<file path="src/rtl/core/alux_pkg.sv">
// Package for the ambient light lux calculator: payload types, constants
// and the code-to-count and correction lookup tables. No dependencies.
`default_nettype none
package alux_pkg;

    localparam int CodeW  = 7;
    localparam int CountW = 12;
    localparam int LuxW   = 12;
    localparam int QW     = 8;
    localparam int FactW  = 7;
    localparam int DivSteps = 8;
    localparam logic [LuxW-1:0] MaxLuxReset = 12'd1846;

    typedef struct packed {
        logic [CodeW-1:0] channel0_code;
        logic [CodeW-1:0] channel1_code;
    } in_item_t;

    typedef struct packed {
        logic [LuxW-1:0] lux;
        logic            invalid;
    } out_item_t;

    function automatic logic [CountW-1:0] code_to_count(input logic [CodeW-1:0] c);
        logic [CountW-1:0] r;
        r = '0;
        if (c < 7'd16)       r = {5'd0, c};
        else if (c < 7'd32)  r = CountW'(16 + 2 * (int'(c) - 16));
        else if (c < 7'd48)  r = CountW'(49 + 4 * (int'(c) - 32));
        else if (c < 7'd64)  r = CountW'(115 + 8 * (int'(c) - 48));
        else if (c < 7'd80)  r = CountW'(247 + 16 * (int'(c) - 64));
        else if (c < 7'd96)  r = CountW'(511 + 32 * (int'(c) - 80));
        else if (c < 7'd112) r = CountW'(1039 + 64 * (int'(c) - 96));
        else                 r = CountW'(2095 + 128 * (int'(c) - 112));
        return r;
    endfunction

    localparam logic [FactW-1:0] CorrTab [0:128] = '{
        7'd100, 7'd100, 7'd100, 7'd100, 7'd100, 7'd100, 7'd100, 7'd100, 7'd100, 7'd100,
        7'd100, 7'd100, 7'd100, 7'd100, 7'd99, 7'd99, 7'd99, 7'd99, 7'd99, 7'd99, 7'd99,
        7'd99, 7'd99, 7'd99, 7'd99, 7'd99, 7'd99, 7'd98, 7'd98, 7'd98, 7'd98, 7'd98, 7'd98,
        7'd98, 7'd97, 7'd97, 7'd97, 7'd97, 7'd97, 7'd96, 7'd96, 7'd96, 7'd96, 7'd95,
        7'd95, 7'd95, 7'd94, 7'd94, 7'd93, 7'd93, 7'd93, 7'd92, 7'd92, 7'd91, 7'd91, 7'd90,
        7'd89, 7'd89, 7'd88, 7'd87, 7'd87, 7'd86, 7'd85, 7'd84, 7'd83, 7'd82, 7'd81,
        7'd80, 7'd79, 7'd78, 7'd77, 7'd75, 7'd74, 7'd73, 7'd71, 7'd69, 7'd68, 7'd66, 7'd64,
        7'd62, 7'd60, 7'd58, 7'd56, 7'd54, 7'd52, 7'd49, 7'd47, 7'd44, 7'd42, 7'd41,
        7'd40, 7'd40, 7'd39, 7'd39, 7'd38, 7'd38, 7'd37, 7'd37, 7'd37, 7'd36, 7'd36, 7'd36,
        7'd35, 7'd35, 7'd35, 7'd35, 7'd34, 7'd34, 7'd34, 7'd34, 7'd33, 7'd33, 7'd33,
        7'd33, 7'd32, 7'd32, 7'd32, 7'd32, 7'd32, 7'd31, 7'd31, 7'd31, 7'd31, 7'd31, 7'd30,
        7'd30, 7'd30, 7'd30, 7'd30
    };

endpackage
`default_nettype wire

</file>
<file path="src/rtl/core/ambient_light_lux_calc_unit.sv">
// Top level of the ambient light lux calculator: a pipeline of table
// lookup, restoring ratio division, correction multiply and clamp.
// Depends on alux_pkg.
//
//   channel   direction  handshake     payload
//   in        request in valid/stall   alux_pkg::in_item_t
//   out       result out valid/stall   alux_pkg::out_item_t
//   cfg       write in   valid/ready   max_lux, 12 bits
//
// One request can enter every cycle while the output is not stalled. The
// ratio divider resolves one quotient bit per stage over eight stages.
// Reset clears all stage valid bits and restores max_lux to 1846.
// A stall on the output freezes the whole pipeline at once; the input
// stall is the output stall of the last stage while that stage holds data.
`default_nettype none
module ambient_light_lux_calc_unit (
    input  wire logic                 clk,
    input  wire logic                 rst_n,
    input  wire logic                 in_valid,
    output logic                      in_stall,
    input  wire alux_pkg::in_item_t   in_data,
    output logic                      out_valid,
    input  wire logic                 out_stall,
    output alux_pkg::out_item_t       out_data,
    input  wire logic                 cfg_valid,
    output logic                      cfg_ready,
    input  wire logic [11:0]          cfg_data
);
    import alux_pkg::*;

    // Stage count: 1 lookup, DivSteps divide, 1 multiply, 1 scale/clamp,
    // and the output register.
    localparam int NStg = DivSteps + 4;

    typedef struct packed {
        logic [CountW-1:0] c0;
        logic [CountW-1:0] c1;
        logic [CountW:0]   rem;   // partial remainder of c1*128
        logic [QW-1:0]     q;
        logic              bad;
    } div_t;

    logic [LuxW-1:0] max_lux_reg;
    logic            adv;

    // Whole-pipeline enable: move whenever the output is not held.
    assign adv       = !(out_valid && out_stall);
    assign in_stall  = !adv;
    assign cfg_ready = 1'b1;

    always_ff @(posedge clk or negedge rst_n)
    begin
        if (!rst_n)
            max_lux_reg <= MaxLuxReset;
        else if (cfg_valid && cfg_ready)
            max_lux_reg <= cfg_data;
    end

    logic [NStg-1:0] vld_reg;
    always_ff @(posedge clk or negedge rst_n)
    begin
        if (!rst_n)
            vld_reg <= '0;
        else if (adv)
            vld_reg <= {vld_reg[NStg-2:0], in_valid};
    end
    assign out_valid = vld_reg[NStg-1];

    // Stage 0: count lookup and validity.
    div_t d_reg [0:DivSteps];
    always_ff @(posedge clk)
    begin
        if (adv)
        begin
            d_reg[0].c0  <= code_to_count(in_data.channel0_code);
            d_reg[0].c1  <= code_to_count(in_data.channel1_code);
            d_reg[0].rem <= '0;
            d_reg[0].q   <= '0;
            d_reg[0].bad <= (code_to_count(in_data.channel0_code) == '0) ||
                (code_to_count(in_data.channel1_code) >
                 code_to_count(in_data.channel0_code));
        end
    end

    // Divide stages: dividend is c1 followed by seven zero bits; remainder
    // starts as c1 and each later stage brings in one zero bit (8 quotient bits).
    for (genvar s = 0; s < DivSteps; s++)
    begin : g_div
        logic [CountW+1:0] trial;
        logic [CountW:0]   base;
        always_comb
        begin
            base  = (s == 0) ? {1'b0, d_reg[s].c1} : d_reg[s].rem;
            trial = (s == 0) ? {1'b0, base} : {base, 1'b0};
        end
        always_ff @(posedge clk)
        begin
            if (adv)
            begin
                d_reg[s+1].c0  <= d_reg[s].c0;
                d_reg[s+1].c1  <= d_reg[s].c1;
                d_reg[s+1].bad <= d_reg[s].bad;
                if (trial >= {2'b0, d_reg[s].c0})
                begin
                    d_reg[s+1].rem <= (CountW+1)'(trial - {2'b0, d_reg[s].c0});
                    d_reg[s+1].q   <= {d_reg[s].q[QW-2:0], 1'b1};
                end
                else
                begin
                    d_reg[s+1].rem <= trial[CountW:0];
                    d_reg[s+1].q   <= {d_reg[s].q[QW-2:0], 1'b0};
                end
            end
        end
    end

    // Multiply stage: difference times correction factor.
    logic [CountW+FactW-1:0] prod_reg;
    logic                    mbad_reg;
    logic [QW-1:0]           qc;
    logic [CountW-1:0]       diff;
    assign qc   = (d_reg[DivSteps].q > 8'd128) ? 8'd128 : d_reg[DivSteps].q;
    assign diff = d_reg[DivSteps].c0 - d_reg[DivSteps].c1;
    always_ff @(posedge clk)
    begin
        if (adv)
        begin
            prod_reg <= {{FactW{1'b0}}, diff} * {{CountW{1'b0}}, CorrTab[qc]};
            mbad_reg <= d_reg[DivSteps].bad;
        end
    end

    // Scale and clamp stage.
    logic [CountW+FactW-9:0] scaled;
    out_item_t               res_reg;
    assign scaled = prod_reg[CountW+FactW-1:8];
    always_ff @(posedge clk)
    begin
        if (adv)
        begin
            res_reg.invalid <= mbad_reg;
            if (mbad_reg)
                res_reg.lux <= '0;
            else if ({1'b0, scaled} > max_lux_reg)
                res_reg.lux <= max_lux_reg;
            else
                res_reg.lux <= {1'b0, scaled};
        end
    end

    // Output register.
    out_item_t out_reg;
    always_ff @(posedge clk)
    begin
        if (adv)
            out_reg <= res_reg;
    end
    assign out_data = out_reg;

endmodule
`default_nettype wire

</file>
<file path="config.mk">
export PLATFORM = sky130hd
export DESIGN_NAME = ambient_light_lux_calc_unit
export DESIGN_NICKNAME = d
export VERILOG_FILES = /design/src/rtl/core/alux_pkg.sv /design/src/rtl/core/ambient_light_lux_calc_unit.sv
export SDC_FILE = /design/constraint.sdc
export NUM_CORES = 1
export LEC_CHECK = 0
export BUFFER_PORTS_ARGS = -buffer_cell sky130_fd_sc_hd__buf_2
export CAP_MARGIN = 10
export CORE_ASPECT_RATIO = 1.1
export CORE_UTILIZATION = 48
export CTS_BUF_LIST = sky130_fd_sc_hd__clkbuf_4 sky130_fd_sc_hd__clkbuf_8 sky130_fd_sc_hd__clkbuf_16
export CTS_CLUSTER_DIAMETER = 200
export DETAILED_ROUTE_END_ITERATION = 8
export HOLD_SLACK_MARGIN = 0.08
export SKIP_LAST_GASP = 1
export SYNTH_ARGS = -nofsm -noshare
export SYNTH_HDL_FRONTEND = slang
export SYNTH_SLANG_ARGS = --single-unit
</file>
<file path="constraint.sdc">
create_clock -name clk -period 7.6 [get_ports clk]
set_clock_uncertainty 0.15 [all_clocks]
set_input_delay 1.52 -clock clk [delete_from_list [all_inputs] [get_ports clk]]
set_output_delay 1.52 -clock clk [all_outputs]
set_load 0.02 [all_outputs]
</file>
==> run_summary.xml <==
<?xml version="1.0" encoding="UTF-8"?>
<metrics>
  <group name="synthesis">
    <metric name="dominant_cells_by_area_after_synthesis" unit="">edfxtp_1, ha_1, fa_1, inv_1, a21oi_1</metric>
    <metric name="syn-instance-count" unit="">2180</metric>
    <metric name="seq_area_frac_synth" unit="">0.500</metric>
    <metric name="async_flop_share" unit="">0.0580</metric>
    <metric name="netlist-cell-type-count" unit="">83</metric>
    <metric name="synth_area" unit="sq um">24600</metric>
    <metric name="synth_top_cell_by_area" unit="">edfxtp_1</metric>
    <metric name="mappedNetlistNets" unit="">2480</metric>
    <metric name="yosysWarningCount" unit="">0</metric>
    <metric name="syn_avg_cell_area" unit="sq um">11.3</metric>
    <metric name="synth_edf_count" unit="">390</metric>
    <metric name="synth_top_area_share" unit="">0.475</metric>
    <metric name="yosys_register_bits" unit="">414</metric>
    <metric name="synth_top_flop_cell" unit="">edfxtp_1</metric>
  </group>
  <group name="sta">
    <metric name="layout_worst_path_cycle_share" unit="">0.930</metric>
    <metric name="hold-worst-slack" unit="ns">0.265</metric>
    <metric name="rsz0062_at_grt" unit="">false</metric>
    <metric name="timing_max_transition_violations_final" unit="">0</metric>
    <metric name="timing.final.hold_violations" unit="">0</metric>
    <metric name="slew_headroom" unit="">0.336</metric>
    <metric name="layout_min_cycle_time" unit="ns">7.07</metric>
    <metric name="report.final.setup_viol" unit="">0</metric>
    <metric name="achievable_freq" unit="MHz">142</metric>
    <metric name="timing_worst_slew_pin_value" unit="ns">0.995</metric>
    <metric name="final.setup.tns" unit="ns">0</metric>
  </group>
  <group name="worst_hold_path">
    <metric name="worst_hold_path.num_cells" unit="">0</metric>
    <metric name="hold_start" unit="">d_reg[5][33]$_DFFE_PN_</metric>
    <metric name="holdCritPathClass" unit="">flip-flop to flip-flop</metric>
  </group>
  <group name="clock_tree">
    <metric name="cts_resized" unit="">0</metric>
    <metric name="clkTransAtPathRegs" unit="ns">0.06</metric>
    <metric name="clock_tree_sinks" unit="">414</metric>
    <metric name="h_tree_levels" unit="">2</metric>
    <metric name="clockBufferDepth" unit="">3</metric>
    <metric name="cts_tree" unit="">yes</metric>
    <metric name="numCtsBuffers" unit="">45</metric>
    <metric name="cts_setup_buffers" unit="">0</metric>
    <metric name="clock_root_buffer" unit="">clkbuf_16</metric>
    <metric name="cts.hold.buffers_added" unit="">0</metric>
    <metric name="insertion_delay_to_the_later_sink_of_the_worst_skew_pair" unit="ns">0.57</metric>
  </group>
  <group name="setup_path">
    <metric name="critical_path.slowest_cell" unit="">edfxtp_1</metric>
    <metric name="cp-end-kind" unit="">flip-flop</metric>
    <metric name="crit_arrival" unit="ns">7.22</metric>
    <metric name="crit_path_start" unit="">d_reg[8][8]$_DFFE_PP_</metric>
    <metric name="worstPathBufferInverterCount" unit="">4</metric>
    <metric name="worst_r2r_startpoint" unit="">d_reg[8][8]$_DFFE_PP_</metric>
    <metric name="worst_path_largest_cell_delay" unit="ns">0.61</metric>
    <metric name="timing.critical_path.from_type" unit="">flip-flop</metric>
    <metric name="critical_path.max_fanout" unit="">15</metric>
    <metric name="cp_data_required_time" unit="ns">7.76</metric>
    <metric name="criticalPathCategory" unit="">flip-flop to flip-flop</metric>
    <metric name="cp.depth" unit="">27</metric>
    <metric name="reg2regPathDepth" unit="">27</metric>
    <metric name="worst_path_dominant_cell_family" unit="">adder cells</metric>
  </group>
  <group name="place">
    <metric name="buffer_ports.inserted" unit="">45</metric>
    <metric name="place.detailed.hpwl" unit="microns">36800</metric>
    <metric name="routability_cong" unit="">0.889</metric>
    <metric name="post-place-cells" unit="">2838</metric>
  </group>
  <group name="global_route">
    <metric name="grt_use_total" unit="">0.197</metric>
    <metric name="grt_start_max_net_pins" unit="">148</metric>
    <metric name="vias_in_the_first_global_route" unit="">16067</metric>
    <metric name="initial_antenna_violation_count" unit="">0</metric>
    <metric name="overall_overflow_remaining_after_global_route" unit="">0</metric>
    <metric name="grt_first_pass_wirelength" unit="microns">81900</metric>
  </group>
  <group name="detailed_routing">
    <metric name="post_drt_via_cell_ratio" unit="">5.38</metric>
    <metric name="wl_per_cell" unit="microns">17.3</metric>
    <metric name="finalWirelength" unit="microns">50500</metric>
    <metric name="num_vias" unit="">15729</metric>
    <metric name="drc_errors" unit="">0</metric>
    <metric name="final_antenna_net_count" unit="">0</metric>
    <metric name="firstDrtPassIters" unit="">5</metric>
    <metric name="drt_iter0_drc" unit="">767</metric>
  </group>
  <group name="finish">
    <metric name="nets_finish" unit="">2525</metric>
    <metric name="number_of_flip_flops_in_the_largest_register" unit="">352</metric>
    <metric name="most_frequent_cells_in_the_layout" unit="">edfxtp_1, inv_1, ha_1</metric>
    <metric name="layout.filler_cells" unit="">4353</metric>
    <metric name="areaGrowthSynthToFinish" unit="%">9.80</metric>
    <metric name="antenna_cells_inserted" unit="">0</metric>
    <metric name="layout.cells.most_common" unit="">edfxtp_1</metric>
    <metric name="drive_above_1_share" unit="">0.103</metric>
    <metric name="post-route-util" unit="">0.537</metric>
    <metric name="fin_cells" unit="">2922</metric>
  </group>
  <group name="die">
    <metric name="fp.dieArea" unit="sq um">52200</metric>
    <metric name="core_area" unit="sq um">50400</metric>
    <metric name="io_pins" unit="">47</metric>
    <metric name="initial_core_utilization" unit="">0.489</metric>
    <metric name="die_h" unit="microns">240</metric>
    <metric name="overall_die_width" unit="microns">218</metric>
    <metric name="std_cell_rows" unit="">86</metric>
  </group>
  <group name="status">
    <metric name="outcome" unit="">complete, no violations</metric>
  </group>
  <group name="job">
    <metric name="maxCapViolCount" unit="">0</metric>
  </group>
</metrics>
-- worst reg2reg max path, stage by stage (launching register included) --
cell and delay (ns):
edfxtp_1 0.61, inv_1 0.21, nand2_1 0.15, inv_1 0.14
ha_1 0.25, inv_1 0.10, mux2i_1 0.14, mux2i_1 0.09
o211ai_1 0.18, a21o_1 0.15, nand2_1 0.06, a211o_2 0.46
nand2b_1 0.15, fa_1 0.42, inv_1 0.07, fa_1 0.44
fa_1 0.52, fa_1 0.50, ha_1 0.37, a21o_1 0.20
a21o_1 0.17, a21oi_1 0.24, o21bai_1 0.11, a21o_1 0.20
a32oi_2 0.32, a21oi_4 0.12, nor4_1 0.25, nor3_2 0.08
-- layer usage --
layer	wire (microns)	global-route usage
met1	21400	0.238
met2	26200	0.359
met3	1460	0.0243
met4	1410	0.0710
met5	0	0
-- Yosys cell counts (17+ instances only) --
library cell and count:
edfxtp_1 390, inv_1 245, ha_1 213, nand2_1 169
a21oi_1 144, nor2_1 141, o21ai_0 86, xnor2_1 64
fa_1 56, mux2_2 55, nor2b_1 51, nand2b_1 50
clkbuf_1 45, a21o_1 37, nor3_1 35, xor2_1 34
mux2i_1 33, a211oi_1 28, nand3_1 23, or2_2 20
nand4_1 19, dfrtp_1 17, o21ai_1 17
-- kinds of logic after synthesis --
| group | share of synthesized area |
|---|---|
| AND/OR/NAND/NOR | 0.110 |
| AO/OA/AOI/OAI | 0.111 |
| flip-flops | 0.500 |
| buffers and inverters | 0.0496 |
| adder cells (fa/ha/maj) | 0.154 |
| XOR/XNOR | 0.0348 |
| multiplexers | 0.0401 |
| other | 0.000305 |
-- through the flow --
| step | instance area (sq um) | worst slack (ns) |
|---|---|---|
| 2_1_floorplan | 24600 | 1.16 |
| 3_3_place_gp | 25500 | 0.521 |
| 3_5_place_dp | 25500 | 0.349 |
| 4_1_cts | 27000 | 0.316 |
| 5_1_grt | 27000 | 0.0528 |
| 6_report | 27000 | 0.533 |
-- cell type report --
class,instances,area [sq um],share of cell area
sequential,414,12300,0.456
clock buffer,51,1180,0.0438
tap,660,826,0.0305
multi-input combinational,1454,11100,0.411
clock inverter,33,309,0.0114
timing repair buffer,59,343,0.0127
inverter,251,943,0.0349
-- worst paths after layout --
kind / endpoint / slack, ns
setup / recovery: prod_reg[18]$_DFFE_PN_ / 0.53
hold / removal: d_reg[6][33]$_DFFE_PN_ / 0.27
setup reg to reg: prod_reg[18]$_DFFE_PN_ / 0.53
hold reg to reg: d_reg[6][33]$_DFFE_PN_ / 0.27
max in group asynchronous: max_lux_reg[10]$_DFFE_PN1P_ / 6.13
min in group asynchronous: vld_reg[5]$_DFFE_PN0N_ / 0.80
Power is left out: the tool's default activity adds up to more than one toggle a clock period on the data nets, which glitch-free logic cannot reach.
